--- config.mk ---
export PLATFORM = sky130hd
export DESIGN_NAME = sgf_ctrl
export DESIGN_NICKNAME = d
export VERILOG_FILES = /design/src/hw/rtl/sgf_pkg.sv /design/src/hw/rtl/sgf_ctrl.sv
export SDC_FILE = /design/constraint.sdc
export NUM_CORES = 1
export LEC_CHECK = 0
export BUFFER_PORTS_ARGS = -buffer_cell sky130_fd_sc_hd__clkbuf_2
export CORE_ASPECT_RATIO = 1.25
export CORE_UTILIZATION = 45
export DETAILED_ROUTE_END_ITERATION = 12
export PLACE_DENSITY = 0.71
export SKIP_CTS_REPAIR_TIMING = 1
export SLEW_MARGIN = 20
export SYNTH_ARGS = -nofsm -noshare
export SYNTH_HDL_FRONTEND = slang
export SYNTH_SLANG_ARGS = --single-unit
--- constraint.sdc ---
create_clock -name clk -period 2 [get_ports clk]
set_input_delay 0.2 -clock clk [delete_from_list [all_inputs] [get_ports clk]]
set_output_delay 0.2 -clock clk [all_outputs]
set_load 0.01 [all_outputs]
--- src/hw/rtl/sgf_pkg.sv ---
package sgf_pkg;

  localparam int SCAN_POINTS_DEF = 1024;
  localparam int DATA_W          = 16;
  localparam int INDEX_OUT_W     = 10;
  localparam int KIND_W          = 2;
  localparam int PT_W            = 3 * DATA_W;

  localparam logic [DATA_W-1:0] ROBOT_WIDTH_RST = 16'd600;

  localparam logic [KIND_W-1:0] KIND_NONE = 2'd0;
  localparam logic [KIND_W-1:0] KIND_OPEN = 2'd1;
  localparam logic [KIND_W-1:0] KIND_GAP  = 2'd2;

  typedef enum logic [4:0] {
    DP_NOP,
    DP_LOAD,
    DP_INIT,
    DP_GSTART,
    DP_READ,
    DP_INC,
    DP_R0_INC,
    DP_OPEN_RIGHT,
    DP_ER_INC,
    DP_ER_EL,
    DP_SET_EL,
    DP_BREF,
    DP_FREF,
    DP_REFD,
    DP_WSTEP,
    DP_WABS,
    DP_SQX,
    DP_SQY,
    DP_WBEST,
    DP_REJECT,
    DP_SAVE_P1,
    DP_PASS,
    DP_OUT_OPEN,
    DP_OUT_DONE
  } dp_op_t;

  typedef struct packed {
    dp_op_t op;
  } dp_cmd_t;

  typedef struct packed {
    logic start_ge_n;
    logic i_at_end;
    logic walk_end;
    logic fwd;
    logic first;
    logic found;
    logic r_neg;
    logic r_pos;
    logic jump;
    logic better;
    logic close;
  } dp_stat_t;

endpackage

--- src/hw/rtl/sgf_ctrl.sv ---
module sgf_ctrl (
  input  logic              clk,
  input  logic              rst_n,
  input  logic              in_valid,
  input  logic              in_last_point,
  output logic              in_ready,
  output logic              out_valid,
  input  logic              out_ready,
  input  sgf_pkg::dp_stat_t st,
  output sgf_pkg::dp_cmd_t  cmd
);

  typedef enum logic [4:0] {
    S_LOAD, S_INIT, S_GSTART, S_GFIRST, S_SKIP1, S_SKIP1D, S_RUN, S_RUND,
    S_SKIP2, S_SKIP2D, S_BREF, S_FREF, S_REFD, S_WTEST, S_WRD, S_SQX, S_SQY,
    S_CMP, S_REJ, S_STEP, S_DONE
  } state_t;

  state_t state_r, state_nxt;
  logic   out_valid_r, out_valid_nxt;
  logic   open_r, open_nxt;

  assign in_ready  = (state_r == S_LOAD);
  assign out_valid = out_valid_r;

  always_comb begin
    state_nxt     = state_r;
    open_nxt      = open_r;
    out_valid_nxt = out_valid_r && !out_ready;
    cmd.op        = sgf_pkg::DP_NOP;
    unique case (state_r)
      S_LOAD: begin
        if (in_valid) begin
          cmd.op = sgf_pkg::DP_LOAD;
          if (in_last_point) state_nxt = S_INIT;
        end
      end
      S_INIT: begin
        cmd.op    = sgf_pkg::DP_INIT;
        open_nxt  = 1'b0;
        state_nxt = S_GSTART;
      end
      S_GSTART: begin
        if (st.start_ge_n) begin
          state_nxt = S_DONE;
        end else begin
          cmd.op    = sgf_pkg::DP_GSTART;
          state_nxt = S_GFIRST;
        end
      end
      S_GFIRST: begin
        if (st.r_neg) begin
          cmd.op    = sgf_pkg::DP_INC;
          state_nxt = S_SKIP1;
        end else begin
          cmd.op    = sgf_pkg::DP_R0_INC;
          state_nxt = S_RUN;
        end
      end
      S_SKIP1: begin
        if (st.i_at_end) begin
          open_nxt  = st.first;
          state_nxt = S_DONE;
        end else begin
          cmd.op    = sgf_pkg::DP_READ;
          state_nxt = S_SKIP1D;
        end
      end
      S_SKIP1D: begin
        if (st.r_neg) begin
          cmd.op    = sgf_pkg::DP_INC;
          state_nxt = S_SKIP1;
        end else begin
          cmd.op    = sgf_pkg::DP_OPEN_RIGHT;
          state_nxt = S_GSTART;
        end
      end
      S_RUN: begin
        if (st.i_at_end) begin
          state_nxt = S_DONE;
        end else begin
          cmd.op    = sgf_pkg::DP_READ;
          state_nxt = S_RUND;
        end
      end
      S_RUND: begin
        if (st.r_neg) begin
          cmd.op    = sgf_pkg::DP_ER_INC;
          state_nxt = S_SKIP2;
        end else if (st.jump) begin
          cmd.op    = sgf_pkg::DP_ER_EL;
          state_nxt = S_BREF;
        end else begin
          cmd.op    = sgf_pkg::DP_R0_INC;
          state_nxt = S_RUN;
        end
      end
      S_SKIP2: begin
        if (st.i_at_end) begin
          state_nxt = S_DONE;
        end else begin
          cmd.op    = sgf_pkg::DP_READ;
          state_nxt = S_SKIP2D;
        end
      end
      S_SKIP2D: begin
        if (st.r_neg) begin
          cmd.op    = sgf_pkg::DP_INC;
          state_nxt = S_SKIP2;
        end else begin
          cmd.op    = sgf_pkg::DP_SET_EL;
          state_nxt = S_BREF;
        end
      end
      S_BREF: begin
        cmd.op    = sgf_pkg::DP_BREF;
        state_nxt = S_REFD;
      end
      S_FREF: begin
        cmd.op    = sgf_pkg::DP_FREF;
        state_nxt = S_REFD;
      end
      S_REFD: begin
        cmd.op    = sgf_pkg::DP_REFD;
        state_nxt = S_WTEST;
      end
      S_WTEST: begin
        if (st.walk_end) begin
          if (!st.found) begin
            cmd.op    = sgf_pkg::DP_REJECT;
            state_nxt = S_GSTART;
          end else if (!st.fwd) begin
            cmd.op    = sgf_pkg::DP_SAVE_P1;
            state_nxt = S_FREF;
          end else begin
            cmd.op    = sgf_pkg::DP_PASS;
            state_nxt = S_GSTART;
          end
        end else begin
          cmd.op    = sgf_pkg::DP_READ;
          state_nxt = S_WRD;
        end
      end
      S_WRD: begin
        if (st.r_pos) begin
          cmd.op    = sgf_pkg::DP_WABS;
          state_nxt = S_SQX;
        end else begin
          cmd.op    = sgf_pkg::DP_WSTEP;
          state_nxt = S_WTEST;
        end
      end
      S_SQX: begin
        cmd.op    = sgf_pkg::DP_SQX;
        state_nxt = S_SQY;
      end
      S_SQY: begin
        cmd.op    = sgf_pkg::DP_SQY;
        state_nxt = S_CMP;
      end
      S_CMP: begin
        if (st.better) begin
          cmd.op    = sgf_pkg::DP_WBEST;
          state_nxt = st.close ? S_REJ : S_STEP;
        end else begin
          cmd.op    = sgf_pkg::DP_WSTEP;
          state_nxt = S_WTEST;
        end
      end
      S_REJ: begin
        cmd.op    = sgf_pkg::DP_REJECT;
        state_nxt = S_GSTART;
      end
      S_STEP: begin
        cmd.op    = sgf_pkg::DP_WSTEP;
        state_nxt = S_WTEST;
      end
      S_DONE: begin
        if (!out_valid_r || out_ready) begin
          cmd.op        = open_r ? sgf_pkg::DP_OUT_OPEN : sgf_pkg::DP_OUT_DONE;
          out_valid_nxt = 1'b1;
          state_nxt     = S_LOAD;
        end
      end
      default: state_nxt = S_LOAD;
    endcase
  end

  always_ff @(posedge clk) begin
    if (!rst_n) begin
      state_r     <= S_LOAD;
      out_valid_r <= 1'b0;
      open_r      <= 1'b0;
    end else begin
      state_r     <= state_nxt;
      out_valid_r <= out_valid_nxt;
      open_r      <= open_nxt;
    end
  end

endmodule

# Word-level counts from Yosys, hierarchy flattened
# Cells that the tools add are included.
[word_totals] input_bits=16 word_cells=78 register_bits=7 output_inout_bits=7
[op_classes] n_eq_ne=24 n_mux=39 reduce_logical=12
[ops] op="one-hot mux 5 bit (19 select lines)" n=1
[ops] op="one-hot mux 5 bit (18 select lines)" n=1
[ops] op="two-way mux 5 bit" n=12
[ops] op="== test 5 x 4 -> 1 bit (second input constant)" n=8
[ops] op="two-way mux 4 bit" n=7
[ops] op="== test 5 bit (second input constant)" n=5
[ops] op="== test 5 x 3 -> 1 bit (second input constant)" n=4
[ops] op="two-way mux 2 bit" n=6
[ops] op="== test 5 x 2 -> 1 bit (second input constant)" n=2
[ops] op="two-way mux 3 bit" n=3
[ops] op="two-way mux 1 bit" n=8
[ops] op="inequality test 2 bit (second input constant)" n=4
[ops] op="OR reduction 2 bit" n=3
[ops] op="== test 5 x 1 -> 1 bit (second input constant)" n=1
[ops] op="logical NOT 5 bit" n=1
[ops] op="AND reduction 3 bit" n=1
[ops] op="OR reduction 3 bit" n=1
[ops] op="logical NOT 1 bit" n=2
[ops] op="one-hot mux 1 bit (2 select lines)" n=1
[ops] op="AND reduction 2 bit" n=1
[ops] op="nonzero test 2 bit" n=1
[ops] op="logical AND 1 bit" n=1
[ops] op="logical OR 1 bit" n=1

# Longest topological paths before layout
# Gate-level depths: netlist of run 1.
[depth] depth_word=4 depth_mapped=6 depth_no_buf=4

# Worst setup path before layout of run 1
# No wires, ideal clock.
[synth_timing] path_kind="register to output" startpoint="reg state_r[0]" endpoint="out cmd[0] (netlist bit)" path_slack_ps=366 required_ps=1800 path_stages_with_launch=6 path_buffers=1 arrival_time_ps=1434 path_cell_list="dfxtp_1 > buf_2 > and3b_1 > o211ai_2 > o311ai_1 > or4b_1"
[synth_lines] item="from (decl)" line_no="sgf_ctrl.sv:19" source="state_t state_r, state_nxt;"
[synth_lines] item="from (signal assigned)" line_no="sgf_ctrl.sv:195" source="state_r <= state_nxt;"
[synth_lines] item="to (decl)" line_no="sgf_ctrl.sv:10" source="output sgf_pkg::dp_cmd_t cmd"

==> results of run 1 <==
## cell usage in the layout (no fill, tap or decap), types with 4 or more instances in the layout
| cell | n |
|---|---|
| clkbuf_2 | 21 |
| nor2b_1 | 11 |
| o211ai_1 | 4 |
| nand2b_1 | 6 |
| nor2_1 | 7 |
| nor3_1 | 6 |
| buf_4 | 20 |
| o21ai_0 | 6 |
| nand3_1 | 5 |
| nand3b_1 | 5 |
| a31oi_1 | 5 |
| a21oi_1 | 5 |
| nand2_1 | 9 |
## worst max-delay path by stage
stage | slack, ns | startpoint | to | cells after the start
after global placement | 0.09 | state_r[0] | cmd[0] | 6
after floorplan | 0.37 | state_r[0] | cmd[0] | 5
after global routing | -0.15 | state_r[0] | cmd[0] | 6
final | -0.09 | state_r[0] | cmd[0] | 6
after detailed placement | 0.08 | state_r[0] | cmd[0] | 6
after CTS | -0.20 | state_r[3] | cmd[2] | 6
## registers in the layout, indices dropped and copies added, names as in the netlist
name,cells
state_r,5
open_r,1
out_valid,1
## report_power, final
group	total (W)	switching, W	internal [W]
registers	0.000255	0.0000721	0.000183
logic	0.00102	0.000523	0.000495
clock network	0.000126	0.0000528	0.0000730
## final cells by class
class / count / area share
well taps: 30 / 0.02841
clock inverters: 1 / 0.003788
flip-flops and latches: 7 / 0.1155
clock buffers: 3 / 0.01705
multi-input cells: 119 / 0.6042
repair buffers: 45 / 0.2225
inverters: 3 / 0.008523
## metal layers
metal,wire length (µm),vias to the layer above,global-route usage,part of all wire
met2,1562,65,0.4779,0.49
met3,191,12,0.03571,0.060
met1,1319,595,0.3542,0.41
li1,-,616,-,-
met4,119,0,0.1515,0.037
met5,0,-,0,0
## kinds of logic (layout without fill, tap and decap cells)
kind of cell | count (synthesis) | after routing | share of synthesized area
AOI/OAI and AO/OA | 44 | 44 | 0.3131
DFF | 7 | 7 | 0.1386
and+or+nand+nor | 74 | 74 | 0.4530
buffers and inverters | 17 | 52 | 0.08539
muxes | 1 | 1 | 0.009901
## through the flow
stage	TNS [ns]	hold WS, ns
after floorplan	0	0.3279
after global placement	0	0.5097
after detailed placement	0	0.5070
after CTS	-0.6573	0.2627
after global routing	-0.2133	0.2732
final	-0.08798	0.2599
## worst max-delay path: cells and delay by family (launching register included)
kind,cells,cell delay (ns)
DFF,1,0.37
AOI/OAI and AO/OA,2,0.33
buffers and inverters,2,0.28
and+or+nand+nor,2,0.64
==> impl_results.md, run 1 <==
- Yosys reg bits: 7
- Post-synth top cells: 12 x buf_2, 11 x nor2b_1, 9 x nand2_1, 8 x o21ai_0
- Multi-input combinational cell area: 798.3 µm²
- Max-cap viol count: 0
- Primary FF master, synth: dfxtp_1
- RSZ-0062 raised after global routing: true
- Final hold violation count: 0
- Synth async-reset ratio: 0
- Minimum clock period: 2.088 ns
- Non-filler cells, final: 208
- R2R Path End: open_r
- Max stage delay on crit path: 0.48 ns
- IO Count: 23
- Pin count of the biggest net entering global routing: 16
- Worst Min Path Start: st[7]
- Reg2reg start: state_r[0]
- Starting Density: 0.4933
- Synth warn: 0
- Synthesized cell area: 1011 µm²
- Post-route setup slack: -0.08798 ns
- GRT Total Usage: 0.2846
- Class of the most critical setup path: reg -> out
- Total number of vias: 1,288
- Fin. max-slew vios: 0
- Crit end category: output port
- Register area share after synthesis: 0.1386
- Hold Path Stages: 4
- Port Buffers: 22
- Clk slew on worst S/H paths: 0.05 ns
- Max VDD drop: 735.5 µV
- Worst reg2reg path depth: 5
- Layout cell share with drive strength beyond 1: 0.3427
- Vias in the first global route: 1,095
- RD Place Congestion: 1.005
- Die area: 2442 µm²
- Pre-CTS WS: 0.08023 ns
- DR pass1 iterations: 4
- CTS tree: done
- EDFF count, synth: 0
- HPWL after detailed placement: 2512 µm
- Slew margin rel.: 0.7353
- R2r setup slk: 0.44 ns
- Clock sinks: 7
- Register Area: 152.6 µm²
- DRT Wirelength: 3193 µm
- Final setup viols: 1
- Period utilization: 1.044
- Run status: complete, but fails checks
- Avg Cell Area, Syn: 7.070 µm²
- Worst clock skew: 0.002195 ns
- PD cells: 1059 nW/µm²
- First-pass GRT wire length: 5009 µm
- CP arrival: 1.89 ns
- Worst Tran Pin Value: 0.3963 ns
- Yosys top cell by area: dfxtp_1
- DR WL/cell: 15.35 µm
- CTS H-tree lvls: 1
- Core Region: 2049 µm²
- Number of fill cells: 188
- Synthesized instance count: 143
- Worst-Skew Late Latency: 0.25 ns
- Via density: 6.192
- Post-detailed-route count of antenna-violating nets: 0
- DRC Markers: 0
- Pleak: 0.5484 nW
- Worst-path fanout max: 8
- Util after Layout: 0.6447
- Total power: 0.001399 W
- Cell with the most instances after synthesis: buf_2
- Mapped Nets: 159
- Nets: 195
- Highest clock rate: 0.4789 GHz
- Initial DRC count: 44
- Hold Crit Class: in -> reg
- Root buffer cell: clkbuf_4
- Leading post-synthesis cells by cell area: dfxtp_1 14%, nor2b_1 6.8%, buf_2 5.9%
- Initial antenna violation count: 0
- Number of diodes: 0
- Yosys top cell area share: 0.1386
- Clock Tree Buf Depth: 2
- Global route overflow: 0
- Total CTS buffers: 3
- Req. time, crit path: 1.80 ns
- Site row count: 18
- Violated checks: negative setup slack
- DP Area: 1211 µm²
- Hold path endpoint: state_r[0]
- Crit path cell chain: buf_6 > and3b_1 > o211ai_2 > o311ai_2 > or4b_1 > buf_2
- Worst path slowest cell: or4b_1
- Post-route cell area: 1321 µm²
- Layout area overhead: 30.69%
- CP Launch Type: register
- Vert. Die Dim: 55.00 µm
- Placed Cells incl. Taps: 198
- Count of cell types in the netlist: 48
- Chip width: 44.40 µm
Note: power is estimated with default switching activity, not from simulation.
==> inputs of run 2 (changes only) <==
- SETUP_SLACK_MARGIN: unset -> 0.1
==> impl_results.md, run 2 (synthesized netlist as in run 1, its figures left out) <==
- Run status: complete, but fails checks
- Violated checks: negative setup slack
- Total number of vias: 1,294 (+0.47%)
- CTS H-tree lvls: 1 (unchanged)
- Post-route setup slack: -0.1052 ns (-0.01721 ns)
- Req. time, crit path: 1.80 ns (about the same)
- Setup TNS: -0.1222 ns (-0.03421 ns)
- Clock sinks: 7 (unchanged)
- Minimum clock period: 2.105 ns (+0.01721 ns)
- Fin. max-slew vios: 0 (unchanged)
- Vias in the first global route: 1,095 (unchanged)
- Via density: 6.191 (about the same)
- Initial antenna violation count: 0 (unchanged)
- Placed Cells incl. Taps: 198 (unchanged)
- Biggest register: state_r
- Hold Crit Class: in -> reg
- Total CTS buffers: 3 (unchanged)
- Period utilization: 1.053 (+0.008603)
- Initial DRC count: 66 (+50%)
- Slew margin rel.: 0.7069 (-0.02838)
- Clock Tree Buf Depth: 2 (unchanged)
- Final setup viols: 2 (+1)
- Number of diodes: 0 (unchanged)
- Global route overflow: 0 (unchanged)
- Non-filler cells, final: 209 (+0.48%)
- CP arrival: 1.91 ns (+0.02 ns)
- Number of fill cells: 185 (-1.6%)
- Commonest non-fill, non-tap cell in the layout: buf_4
- Part of the power in combinational logic: 0.728 (about the same)
- First-pass GRT wire length: 5009 µm (unchanged)
- Commonest non-fill, non-tap cells in the layout: 21 x buf_4, 20 x clkbuf_2, 11 x nor2b_1, 9 x nand2_1, 7 x nor2_1
- Max-cap viol count: 0 (unchanged)
- RD Place Congestion: 1.005 (unchanged)
- Site row count: 18 (unchanged)
- Max VDD drop: 743.2 µV (+1.1%)
- Sw Ratio: 0.4622 (-0.001066)
- Final hold violation count: 0 (unchanged)
- Root buffer cell: clkbuf_4
- Worst clock skew: 0.002237 ns (+0.00004283 ns)
- CP Launch Type: register
- IO Count: 23 (unchanged)
- Layout area overhead: 32.30%
- Vert. Die Dim: 55.00 µm (unchanged)
- Internal: 0.0007551 W (+0.54%)
- Nets: 196 (+0.51%)
- Pre-CTS WS: 0.08023 ns (unchanged)
- Chip width: 44.40 µm (unchanged)
- HPWL after detailed placement: 2512 µm (unchanged)
- DRC Markers: 0 (unchanged)
- Clk slew on worst S/H paths: 0.05 ns (about the same)
- Starting Density: 0.4933 (unchanged)
- Core Region: 2049 µm² (unchanged)
- DR pass1 iterations: 4 (unchanged)
- Post-detailed-route count of antenna-violating nets: 0 (unchanged)
- Port Buffers: 22 (unchanged)
- CTS tree: done
- Worst-Skew Late Latency: 0.25 ns (about the same)
- Max FFs per register: 5 (unchanged)
- Layout cell share with drive strength beyond 1: 0.3520 (+0.009259)
- Class of the most critical setup path: reg -> out
- RSZ-0062 raised after global routing: true
- PD cells: 1050 nW/µm² (-0.88%)
- Sequential share of power: 0.183 (about the same)
- Crit end category: output port
- Worst Tran Pin Value: 0.4337 ns (+0.03742 ns)
- Clock share of power: 0.090 (about the same)
- Worst-path fanout max: 8 (unchanged)
- Die area: 2442 µm² (unchanged)
- Sw Pwr: 0.0006490 W (+0.11%)
- Pleak: 0.5552 nW (+1.2%)
- DR WL/cell: 15.59 µm (+1.5%)
- GRT Total Usage: 0.2846 (unchanged)
- DRT Wirelength: 3258 µm (+2.0%)
- Pin count of the biggest net entering global routing: 16 (unchanged)
- Highest clock rate: 0.4750 GHz (-0.82%)
[run 2: cell types whose count changed in the layout (fill, tap and decap cells not counted), sizes merged]
cell | before | now
buf | 24 | 26
clkbuf | 24 | 23
[run 2: worst paths after layout]
kind                            startpoint          to  slack [ns]  cells after the start
worst min-delay path                 st[7]  state_r[0]        0.26                      4
worst max register to register  state_r[0]      open_r        0.43                      5
worst min register to register      open_r      open_r        0.52                      2
worst max-delay path            state_r[0]      cmd[0]       -0.11                      6
[run 2: critical path, stage by stage, from the launching register on]
cell and delay [ns]:
dfxtp_4 0.37, buf_6 0.13, and3b_1 0.16, o211ai_2 0.22, o311ai_2 0.14, or4b_1 0.48
buf_2 0.15
[run 2: per-stage QoR]
stage          hold slack (ns)  power (W)  cell area (µm²)    util
6_report                0.2606   0.001404             1338  0.6526
5_1_grt                 0.2710   0.001506             1338  0.6526
4_1_cts                 0.2627   0.001311             1239  0.6044
3_5_place_dp            0.5070   0.001184             1211  0.5910
3_3_place_gp            0.5097   0.001177             1211  0.5910
2_1_floorplan           0.3279  0.0008468             1011       -
[run 2: power groups by stage]
| stage | combinational (W) | sequential, W | clock, W |
|---|---|---|---|
| CTS | 0.000935 | 0.000245 | 0.000131 |
| detailed placement | 0.000935 | 0.000248 | 0 |
| global route | 0.00110 | 0.000264 | 0.000136 |
| global placement | 0.000926 | 0.000251 | 0 |
| finish | 0.00102 | 0.000257 | 0.000126 |
| floorplan | 0.000655 | 0.000191 | 0 |
[run 2: final cells by class]
type,instances,area [µm²],area share
clock inverters,1,5.005,0.003742
repair buffers,46,301.5,0.2254
inverters,3,11.26,0.008419
well taps,30,37.54,0.02806
flip-flops and latches,7,155.1,0.1160
clock buffers,3,22.52,0.01684
multi-input cells,119,804.5,0.6015
[run 2: per-layer routing]
metal	GRT usage	share of wire	wire length (µm)
met1	0.3542	0.38	1238
met2	0.4779	0.50	1621
met3	0.03571	0.084	273
met4	0.1515	0.038	125
met5	0	0	0
